`src/rtl/bbpa_pkg.sv`:
```
// ----------------------------------------------------------------------------
// bbpa_pkg
// Shared types and constants for the bitmap block pool allocator.
// ----------------------------------------------------------------------------
`timescale 1ns / 1ps
`default_nettype none

package bbpa_pkg;

    localparam int MAX_BLOCKS  = 256;
    localparam int IDX_W       = $clog2(MAX_BLOCKS);
    localparam int LANES       = 16;
    localparam int LANE_W      = $clog2(LANES);
    localparam int GRP_W       = IDX_W - LANE_W;

    localparam int ADDR_W      = 32;
    localparam int SIZE_W      = 16;
    localparam int COUNT_W     = 9;
    localparam int STATUS_W    = 2;
    localparam int DIV_CNT_W   = $clog2(ADDR_W);
    localparam int PROD_W      = IDX_W + SIZE_W;

    localparam int CFG_IDX_W   = 2;
    localparam int CFG_DATA_W  = 32;
    localparam int S_TDATA_W   = 32;
    localparam int M_TDATA_W   = 40;

    localparam logic [CFG_IDX_W-1:0] REG_POOL_BASE   = 2'd0;
    localparam logic [CFG_IDX_W-1:0] REG_CHUNK_SIZE  = 2'd1;
    localparam logic [CFG_IDX_W-1:0] REG_BLOCK_COUNT = 2'd2;

    localparam logic [STATUS_W-1:0] ST_DONE = 2'd0;
    localparam logic [STATUS_W-1:0] ST_FULL = 2'd1;
    localparam logic [STATUS_W-1:0] ST_BAD  = 2'd2;

    localparam logic CMD_ALLOC = 1'b0;
    localparam logic CMD_FREE  = 1'b1;

    typedef enum logic [2:0] {
        S_IDLE,
        S_DISPATCH,
        S_SCAN,
        S_MUL,
        S_ADD,
        S_DIV,
        S_FREE,
        S_OUT
    } state_t;

    typedef struct packed {
        logic capture;
        logic scan;
        logic mul;
        logic alloc_commit;
        logic alloc_fail;
        logic reject;
        logic div_start;
        logic div_step;
        logic free_commit;
        logic out_load;
    } dp_cmd_t;

    typedef struct packed {
        logic is_free;
        logic pre_bad;
        logic scan_hit;
        logic scan_last;
        logic div_last;
    } dp_stat_t;

endpackage

`default_nettype wire

```
`src/rtl/bbpa_ctrl.sv`:
```
// ----------------------------------------------------------------------------
// bbpa_ctrl
// Sequencer for allocate and free requests; owns both handshakes.
// ----------------------------------------------------------------------------
`timescale 1ns / 1ps
`default_nettype none

module bbpa_ctrl (
    input  wire              aclk,
    input  wire              aresetn,
    input  wire              s_tvalid,
    output logic             s_tready,
    output logic             m_tvalid,
    input  wire              m_tready,
    input  wire bbpa_pkg::dp_stat_t stat,
    output bbpa_pkg::dp_cmd_t  cmd
);
    import bbpa_pkg::*;

    state_t state_reg;
    state_t state_next;
    logic   m_tvalid_reg;
    logic   m_tvalid_next;

    always_ff @(posedge aclk) begin
        if (!aresetn) begin
            state_reg    <= S_IDLE;
            m_tvalid_reg <= 1'b0;
        end else begin
            state_reg    <= state_next;
            m_tvalid_reg <= m_tvalid_next;
        end
    end

    always_comb begin
        state_next    = state_reg;
        cmd           = '0;
        s_tready      = 1'b0;
        m_tvalid_next = m_tvalid_reg && !m_tready;
        case (state_reg)
            S_IDLE: begin
                s_tready = 1'b1;
                if (s_tvalid) begin
                    cmd.capture = 1'b1;
                    state_next  = S_DISPATCH;
                end
            end
            S_DISPATCH: begin
                if (!stat.is_free) begin
                    state_next = S_SCAN;
                end else if (stat.pre_bad) begin
                    cmd.reject = 1'b1;
                    state_next = S_OUT;
                end else begin
                    cmd.div_start = 1'b1;
                    state_next    = S_DIV;
                end
            end
            S_SCAN: begin
                cmd.scan = 1'b1;
                if (stat.scan_hit) begin
                    state_next = S_MUL;
                end else if (stat.scan_last) begin
                    cmd.alloc_fail = 1'b1;
                    state_next     = S_OUT;
                end
            end
            S_MUL: begin
                cmd.mul    = 1'b1;
                state_next = S_ADD;
            end
            S_ADD: begin
                cmd.alloc_commit = 1'b1;
                state_next       = S_OUT;
            end
            S_DIV: begin
                cmd.div_step = 1'b1;
                if (stat.div_last) begin
                    state_next = S_FREE;
                end
            end
            S_FREE: begin
                cmd.free_commit = 1'b1;
                state_next      = S_OUT;
            end
            S_OUT: begin
                if (!m_tvalid_reg || m_tready) begin
                    cmd.out_load  = 1'b1;
                    m_tvalid_next = 1'b1;
                    state_next    = S_IDLE;
                end
            end
            default: begin
                state_next = S_IDLE;
            end
        endcase
    end

    assign m_tvalid = m_tvalid_reg;

endmodule

`default_nettype wire

```
`src/rtl/bbpa_dp.sv`:
```
// ----------------------------------------------------------------------------
// bbpa_dp
// Datapath: configuration registers, occupancy map, group scan,
// address multiply-add, restoring divider and result registers.
// ----------------------------------------------------------------------------
`timescale 1ns / 1ps
`default_nettype none

module bbpa_dp (
    input  wire                                aclk,
    input  wire                                aresetn,
    input  wire                                cfg_we,
    input  wire  [bbpa_pkg::CFG_IDX_W-1:0]     cfg_index,
    input  wire  [bbpa_pkg::CFG_DATA_W-1:0]    cfg_wdata,
    input  wire  [bbpa_pkg::S_TDATA_W-1:0]     s_tdata,
    input  wire                                s_command,
    output logic [bbpa_pkg::M_TDATA_W-1:0]     m_tdata,
    input  wire  bbpa_pkg::dp_cmd_t            cmd,
    output bbpa_pkg::dp_stat_t                 stat
);
    import bbpa_pkg::*;

    logic [ADDR_W-1:0]     pool_base_reg;
    logic [SIZE_W-1:0]     chunk_size_reg;
    logic [COUNT_W-1:0]    block_count_reg;

    logic                  command_reg;
    logic [ADDR_W-1:0]     addr_reg;
    logic [MAX_BLOCKS-1:0] map_reg;
    logic [GRP_W-1:0]      grp_reg;
    logic [IDX_W-1:0]      idx_reg;
    logic [PROD_W-1:0]     prod_reg;
    logic [SIZE_W-1:0]     rem_reg;
    logic [ADDR_W-1:0]     quo_reg;
    logic [DIV_CNT_W-1:0]  cnt_reg;
    logic [STATUS_W-1:0]   res_status_reg;
    logic [ADDR_W-1:0]     res_addr_reg;
    logic [STATUS_W-1:0]   out_status_reg;
    logic [ADDR_W-1:0]     out_addr_reg;

    logic [SIZE_W-1:0]     sz;
    logic [COUNT_W-1:0]    n;
    logic [LANES-1:0]      lane_free;
    logic                  hit;
    logic [LANE_W-1:0]     hit_lane;
    logic [SIZE_W:0]       rem_shift;
    logic                  rem_ge;
    logic [SIZE_W-1:0]     rem_next;
    logic                  free_bad;

    assign sz = (chunk_size_reg == '0) ? SIZE_W'(1) : chunk_size_reg;
    assign n  = (block_count_reg > COUNT_W'(MAX_BLOCKS)) ? COUNT_W'(MAX_BLOCKS)
                                                         : block_count_reg;

    always_comb begin
        hit      = 1'b0;
        hit_lane = '0;
        for (int j = 0; j < LANES; j++) begin
            lane_free[j] = !map_reg[{grp_reg, LANE_W'(j)}]
                         && (COUNT_W'({grp_reg, LANE_W'(j)}) < n);
        end
        for (int j = LANES - 1; j >= 0; j--) begin
            if (lane_free[j]) begin
                hit      = 1'b1;
                hit_lane = LANE_W'(j);
            end
        end
    end

    assign rem_shift = {rem_reg, quo_reg[ADDR_W-1]};
    assign rem_ge    = rem_shift >= {1'b0, sz};
    assign rem_next  = rem_ge ? SIZE_W'(rem_shift - {1'b0, sz}) : rem_shift[SIZE_W-1:0];
    assign free_bad  = (rem_reg != '0) || (quo_reg >= ADDR_W'(n));

    always_ff @(posedge aclk) begin
        if (!aresetn) begin
            pool_base_reg   <= '0;
            chunk_size_reg  <= SIZE_W'(1);
            block_count_reg <= COUNT_W'(MAX_BLOCKS);
            map_reg         <= '0;
        end else begin
            if (cfg_we) begin
                case (cfg_index)
                    REG_POOL_BASE:   pool_base_reg   <= cfg_wdata[ADDR_W-1:0];
                    REG_CHUNK_SIZE:  chunk_size_reg  <= cfg_wdata[SIZE_W-1:0];
                    REG_BLOCK_COUNT: block_count_reg <= cfg_wdata[COUNT_W-1:0];
                    default: ;
                endcase
            end
            if (cmd.scan && hit) begin
                map_reg[{grp_reg, hit_lane}] <= 1'b1;
            end
            if (cmd.free_commit && !free_bad) begin
                map_reg[quo_reg[IDX_W-1:0]] <= 1'b0;
            end
        end
    end

    always_ff @(posedge aclk) begin
        if (cmd.capture) begin
            command_reg <= s_command;
            addr_reg    <= s_tdata[ADDR_W-1:0];
            grp_reg     <= '0;
        end
        if (cmd.scan) begin
            grp_reg <= grp_reg + GRP_W'(1);
            if (hit) begin
                idx_reg <= {grp_reg, hit_lane};
            end
        end
        if (cmd.mul) begin
            prod_reg <= PROD_W'(idx_reg) * PROD_W'(sz);
        end
        if (cmd.div_start) begin
            quo_reg <= addr_reg - pool_base_reg;
            rem_reg <= '0;
            cnt_reg <= '0;
        end
        if (cmd.div_step) begin
            quo_reg <= {quo_reg[ADDR_W-2:0], rem_ge};
            rem_reg <= rem_next;
            cnt_reg <= cnt_reg + DIV_CNT_W'(1);
        end
        if (cmd.alloc_commit) begin
            res_status_reg <= ST_DONE;
            res_addr_reg   <= pool_base_reg + ADDR_W'(prod_reg);
        end
        if (cmd.alloc_fail) begin
            res_status_reg <= ST_FULL;
            res_addr_reg   <= '0;
        end
        if (cmd.reject) begin
            res_status_reg <= ST_BAD;
            res_addr_reg   <= '0;
        end
        if (cmd.free_commit) begin
            res_status_reg <= free_bad ? ST_BAD : ST_DONE;
            res_addr_reg   <= '0;
        end
        if (cmd.out_load) begin
            out_status_reg <= res_status_reg;
            out_addr_reg   <= res_addr_reg;
        end
    end

    assign stat.is_free   = (command_reg == CMD_FREE);
    assign stat.pre_bad   = (addr_reg == '0) || (addr_reg < pool_base_reg);
    assign stat.scan_hit  = hit;
    assign stat.scan_last = (grp_reg == '1);
    assign stat.div_last  = (cnt_reg == '1);

    assign m_tdata = {{(M_TDATA_W - STATUS_W - ADDR_W){1'b0}}, out_addr_reg, out_status_reg};

endmodule

`default_nettype wire

```
`src/rtl/bitmap_block_pool_allocator.sv`:
```
// ----------------------------------------------------------------------------
// bitmap_block_pool_allocator
// First-fit fixed-size block pool allocator with a one-bit-per-block map.
//
// Configure the pool base, chunk size and block count through cfg_we/
// cfg_index/cfg_wdata while the block is idle. Requests arrive on the s_
// stream: s_tuser[0] is the command (0 allocate, 1 free), s_tdata the address
// to free. Each request gives one result transfer on the m_ stream with the
// status and the allocated block address.
// One request is worked at a time. An allocate scans the map 16 blocks a
// cycle and reports full when no block is free; a free runs a
// one-bit-per-cycle restoring divider over the 32-bit offset, unless the
// address is rejected up front. The block returns to idle after loading
// each result, and accepts the next transfer only from there.
// Reset marks all blocks free and loads base 0, size 1, count 256.
// A finished result waits in the output register while m_tready is low;
// the next request is accepted meanwhile, and its result holds until the
// output register frees up.
// ----------------------------------------------------------------------------
`timescale 1ns / 1ps
`default_nettype none

module bitmap_block_pool_allocator (
    input  wire                                aclk,
    input  wire                                aresetn,
    input  wire                                cfg_we,
    input  wire  [bbpa_pkg::CFG_IDX_W-1:0]     cfg_index,
    input  wire  [bbpa_pkg::CFG_DATA_W-1:0]    cfg_wdata,
    input  wire                                s_tvalid,
    output logic                               s_tready,
    input  wire  [bbpa_pkg::S_TDATA_W-1:0]     s_tdata,   // [31:0] address
    input  wire  [0:0]                         s_tuser,   // [0] command
    output logic                               m_tvalid,
    input  wire                                m_tready,
    output logic [bbpa_pkg::M_TDATA_W-1:0]     m_tdata    // [1:0] status, [33:2] block_address
);
    import bbpa_pkg::*;

    dp_cmd_t  cmd;
    dp_stat_t stat;

    bbpa_ctrl u_ctrl (
        .aclk     (aclk),
        .aresetn  (aresetn),
        .s_tvalid (s_tvalid),
        .s_tready (s_tready),
        .m_tvalid (m_tvalid),
        .m_tready (m_tready),
        .stat     (stat),
        .cmd      (cmd)
    );

    bbpa_dp u_dp (
        .aclk      (aclk),
        .aresetn   (aresetn),
        .cfg_we    (cfg_we),
        .cfg_index (cfg_index),
        .cfg_wdata (cfg_wdata),
        .s_tdata   (s_tdata),
        .s_command (s_tuser[0]),
        .m_tdata   (m_tdata),
        .cmd       (cmd),
        .stat      (stat)
    );

endmodule

`default_nettype wire
```
`config.mk`:
```
export PLATFORM = sky130hd
export DESIGN_NAME = bitmap_block_pool_allocator
export DESIGN_NICKNAME = d
export VERILOG_FILES = /design/src/rtl/bbpa_pkg.sv /design/src/rtl/bbpa_ctrl.sv /design/src/rtl/bbpa_dp.sv /design/src/rtl/bitmap_block_pool_allocator.sv
export SDC_FILE = /design/constraint.sdc
export NUM_CORES = 2
export LEC_CHECK = 0
export ABC_AREA = 1
export BUFFER_PORTS_ARGS = -buffer_cell sky130_fd_sc_hd__buf_4
export CORE_MARGIN = 5
export CORE_UTILIZATION = 52
export CTS_BUF_LIST = sky130_fd_sc_hd__clkbuf_2 sky130_fd_sc_hd__clkbuf_4 sky130_fd_sc_hd__clkbuf_8
export CTS_CLUSTER_SIZE = 28
export DETAILED_ROUTE_END_ITERATION = 10
export PLACE_DENSITY_LB_ADDON = 0.1
export SLEW_MARGIN = 20
export SYNTH_ARGS = -nofsm -noshare
export SYNTH_HDL_FRONTEND = slang
export SYNTH_HIERARCHICAL = 1
export SYNTH_SLANG_ARGS = --single-unit
```
`constraint.sdc`:
```
create_clock -name aclk -period 11.2 [get_ports aclk]
set_clock_uncertainty 0.1 [all_clocks]
set_input_delay 0 -clock aclk [delete_from_list [all_inputs] [get_ports aclk]]
set_output_delay 0 -clock aclk [all_outputs]
set_load 0.03 [all_outputs]
```
==> impl_metrics.json <==
{
  "largest_reg_flops": 256,
  "slew_headroom": 0.179,
  "finalNetCount": 4531,
  "start_util": 0.526,
  "drtAntennaViolNets": 0,
  "seq_area_frac_synth": 0.376,
  "syn-cell-area_um2": 31200,
  "fin_util": 0.597,
  "ys_async_sr_fraction": 0,
  "synth-edff-count": 158,
  "cts.htree.levels": 3,
  "rsz0062_at_grt": "no",
  "die_w_um": 255,
  "cts_root_buffer": "clkbuf_8",
  "drt_iter0_markers": 3006,
  "yosysTopAreaCell": "dfxtp_1",
  "die_height_um": 255,
  "grt_pass1_vias": 27400,
  "cts_tree": "yes",
  "core.rowCount": 89,
  "numPortBuffers": 107,
  "status": "complete, no violations",
  "r2r-end": "u_dp/map_reg[37]",
  "p_int_mw": 3.72,
  "drive_gt1_frac": 0.0917,
  "hpwlAfterDp_um": 66000,
  "pwr-share-comb": 0.335,
  "grt_pass1_wl_um": 155000,
  "synth-seq-cells": 507,
  "area_delta_synth_final_pct": 13.4,
  "yosysWarningCount": 6,
  "pwr-share-clk": 0.296,
  "ys_top_cells_by_area": "dfxtp_1 22%, edfxtp_1 15%, nor2_1 7.2%, inv_1 6.6%, nand2_1 6.3%",
  "min_from": "cfg_wdata[0]",
  "tns_ns": 0,
  "reg2reg_slack_ns": 4.58,
  "setup_viol_count_final": 0,
  "insertion_delay_ns": 0.69,
  "synthCells": 4125,
  "seq_power_share": 0.369,
  "crit_path_end_kind": "register",
  "crit_path_max_fanout": 151,
  "swShare": 0.394,
  "peakVddDrop_mv": 0.168,
  "drt_pass1_iterations": 6,
  "yosysTopAreaCellShare": 0.224,
  "max-clock-path-buffers": 3,
  "vias_per_cell": 5.71,
  "met2_usage": 0.457,
  "worst-r2r-cell-count": 20,
  "io-pin-count": 114,
  "grt.total_usage": 0.299,
  "synth_most_common_cell": "nor2_1",
  "grt.met1_usage": 0.437,
  "core_um2": 59200,
  "finalPower_mw": 6.14,
  "drt_wl_total_um": 99500,
  "grt_use_met3": 0.0457,
  "yosys-top-cells-count": "601 x nor2_1, 548 x inv_1, 525 x nand2_1, 354 x a21oi_1, 349 x dfxtp_1",
  "wire_per_inst_um": 19.6,
  "startpoint_type": "register",
  "numCtsBuffers": 90,
  "cts.reportedPaths.clkPinSlew_ns": 0.06,
  "post_cts_buffers": 0,
  "maxCapViolCount": 0,
  "cellLeakagePower_nw": 14.4,
  "switchingPower_mw": 2.42,
  "grt_max_degree": 152,
  "hold_viol_final": 0,
  "p_per_area_nw_per_um2": 174,
  "grt_busiest_layer": "met2",
  "dieArea_um2": 65000,
  "vias": 29000,
  "overflow": 0,
  "period_minus_slack_ns": 6.62,
  "crit_start": "u_dp/grp_reg[0]",
  "critPathKind": "register to register",
  "r2r_start": "u_dp/grp_reg[0]",
  "cts_sinks": 507,
  "maxSlewViolCount": 0,
  "worstSetupEndpoint": "u_dp/map_reg[37]",
  "tightest_slew_ns": 1.22,
  "fin_crit_sh": 0.591,
  "drc": 0,
  "crit_required_ns": 11.73,
  "arrival_ns": 7.14,
  "syn-mean-instance-area_um2": 7.56,
  "yosys.cell_types.count": 57,
  "holdCritPathClass": "primary input to register",
  "place_congestion": 0.945,
  "timing.fmax_mhz": 151,
  "antenna_found_initial": 3,
  "synth_flop_cell": "dfxtp_1"
}
-- critical path, cell delays in order (launching register included) --
cell and delay [ns]:
edfxtp_1 0.37, buf_12 0.47, clkinv_2 0.93, buf_4 0.65
ha_1 0.42, nand3_1 0.13, nor2_1 0.19, nand2_1 0.07
nand3_1 0.10, nor2_1 0.06, nand2_1 0.07, o21ai_0 0.11
nor2_1 0.13, inv_1 0.06, nor3_2 0.34, nor2_2 0.14
nor2_4 0.77, nand4_1 0.88, nor2_1 0.32, nor2_1 0.07
nor2_1 0.09
-- metal layers --
| metal | up-vias | part of all wire |
|---|---|---|
| li1 | 14000 | - |
| met1 | 13700 | 0.45 |
| met2 | 1153 | 0.44 |
| met3 | 195 | 0.079 |
| met4 | 0 | 0.032 |
| met5 | - | 0 |
-- cells by family after synthesis --
group,after synthesis,share of synthesized area
AOI/OAI and AO/OA,934,0.170
xor gates and xnor gates,57,0.0160
adders and majority gates,223,0.110
buffers and inverters,826,0.104
DFF,507,0.376
other,1,0.000120
and+or+nand+nor,1577,0.223
-- worst min path at each step --
stage | end | cells after the start
3_5_place_dp | u_dp/addr_reg[5] | 1
3_3_place_gp | u_dp/addr_reg[11] | 1
4_1_cts | u_dp/pool_base_reg[0] | 4
2_1_floorplan | u_dp/addr_reg[0] | 0
5_1_grt | u_dp/pool_base_reg[0] | 4
6_report | u_dp/pool_base_reg[0] | 4
-- repair_timing --
| action | in CTS | in global routing |
|---|---|---|
| hold buffers | 132 | 0 |
| setup endpoints to repair | 0 | 0 |
| endpoints found under the hold margin | 175 | 0 |
| resized for setup | 0 | 0 |
-- placed cells by master (no fill, tap or decap), drive strengths merged, types with 22 or more instances in the layout --
master       instances
nor2               624
inv                573
nand2              537
a21oi              355
dfxtp              349
o21ai              326
edfxtp             158
nand4              158
o31ai              153
clkbuf             140
ha                 136
buf                133
dlygate4sd3        132
nor3               112
nand3               92
fa                  87
o22ai               42
xor2                35
nor4                30
xnor2               22
clkinv              22
-- layout make-up --
type	instances	area, um^2
timing repair buffer	265	2340
antenna	2	5.00
fill	5478	23900
tap	773	967
multi-input combinational	2797	16300
clock buffer	140	1700
inverter	575	2160
sequential	507	11700
clock inverter	23	180
-- metrics by stage --
| stage | hold slack, ns | cells | worst slack [ns] | instance area [um^2] |
|---|---|---|---|---|
| floorplan | -0.00113 | 4130 | 6.04 | 31200 |
| global placement | 0.0785 | 4785 | 4.78 | 32100 |
| detailed placement | 0.0796 | 4785 | 4.70 | 32100 |
| CTS | 0.0450 | 5080 | 4.70 | 35300 |
| global route | 0.0943 | 5081 | 4.01 | 35300 |
| finish | 0.0790 | 5082 | 4.58 | 35300 |
-- power groups by stage --
stage	Combinational [mW]	Clock [mW]	Sequential, mW
after floorplan	1.48	0	2.21
after global placement	1.96	0	2.30
after detailed placement	1.97	0	2.30
after CTS	2.01	1.85	2.26
after global routing	2.26	1.93	2.28
final	2.05	1.82	2.27
Note: power is estimated with default switching activity, not from simulation.
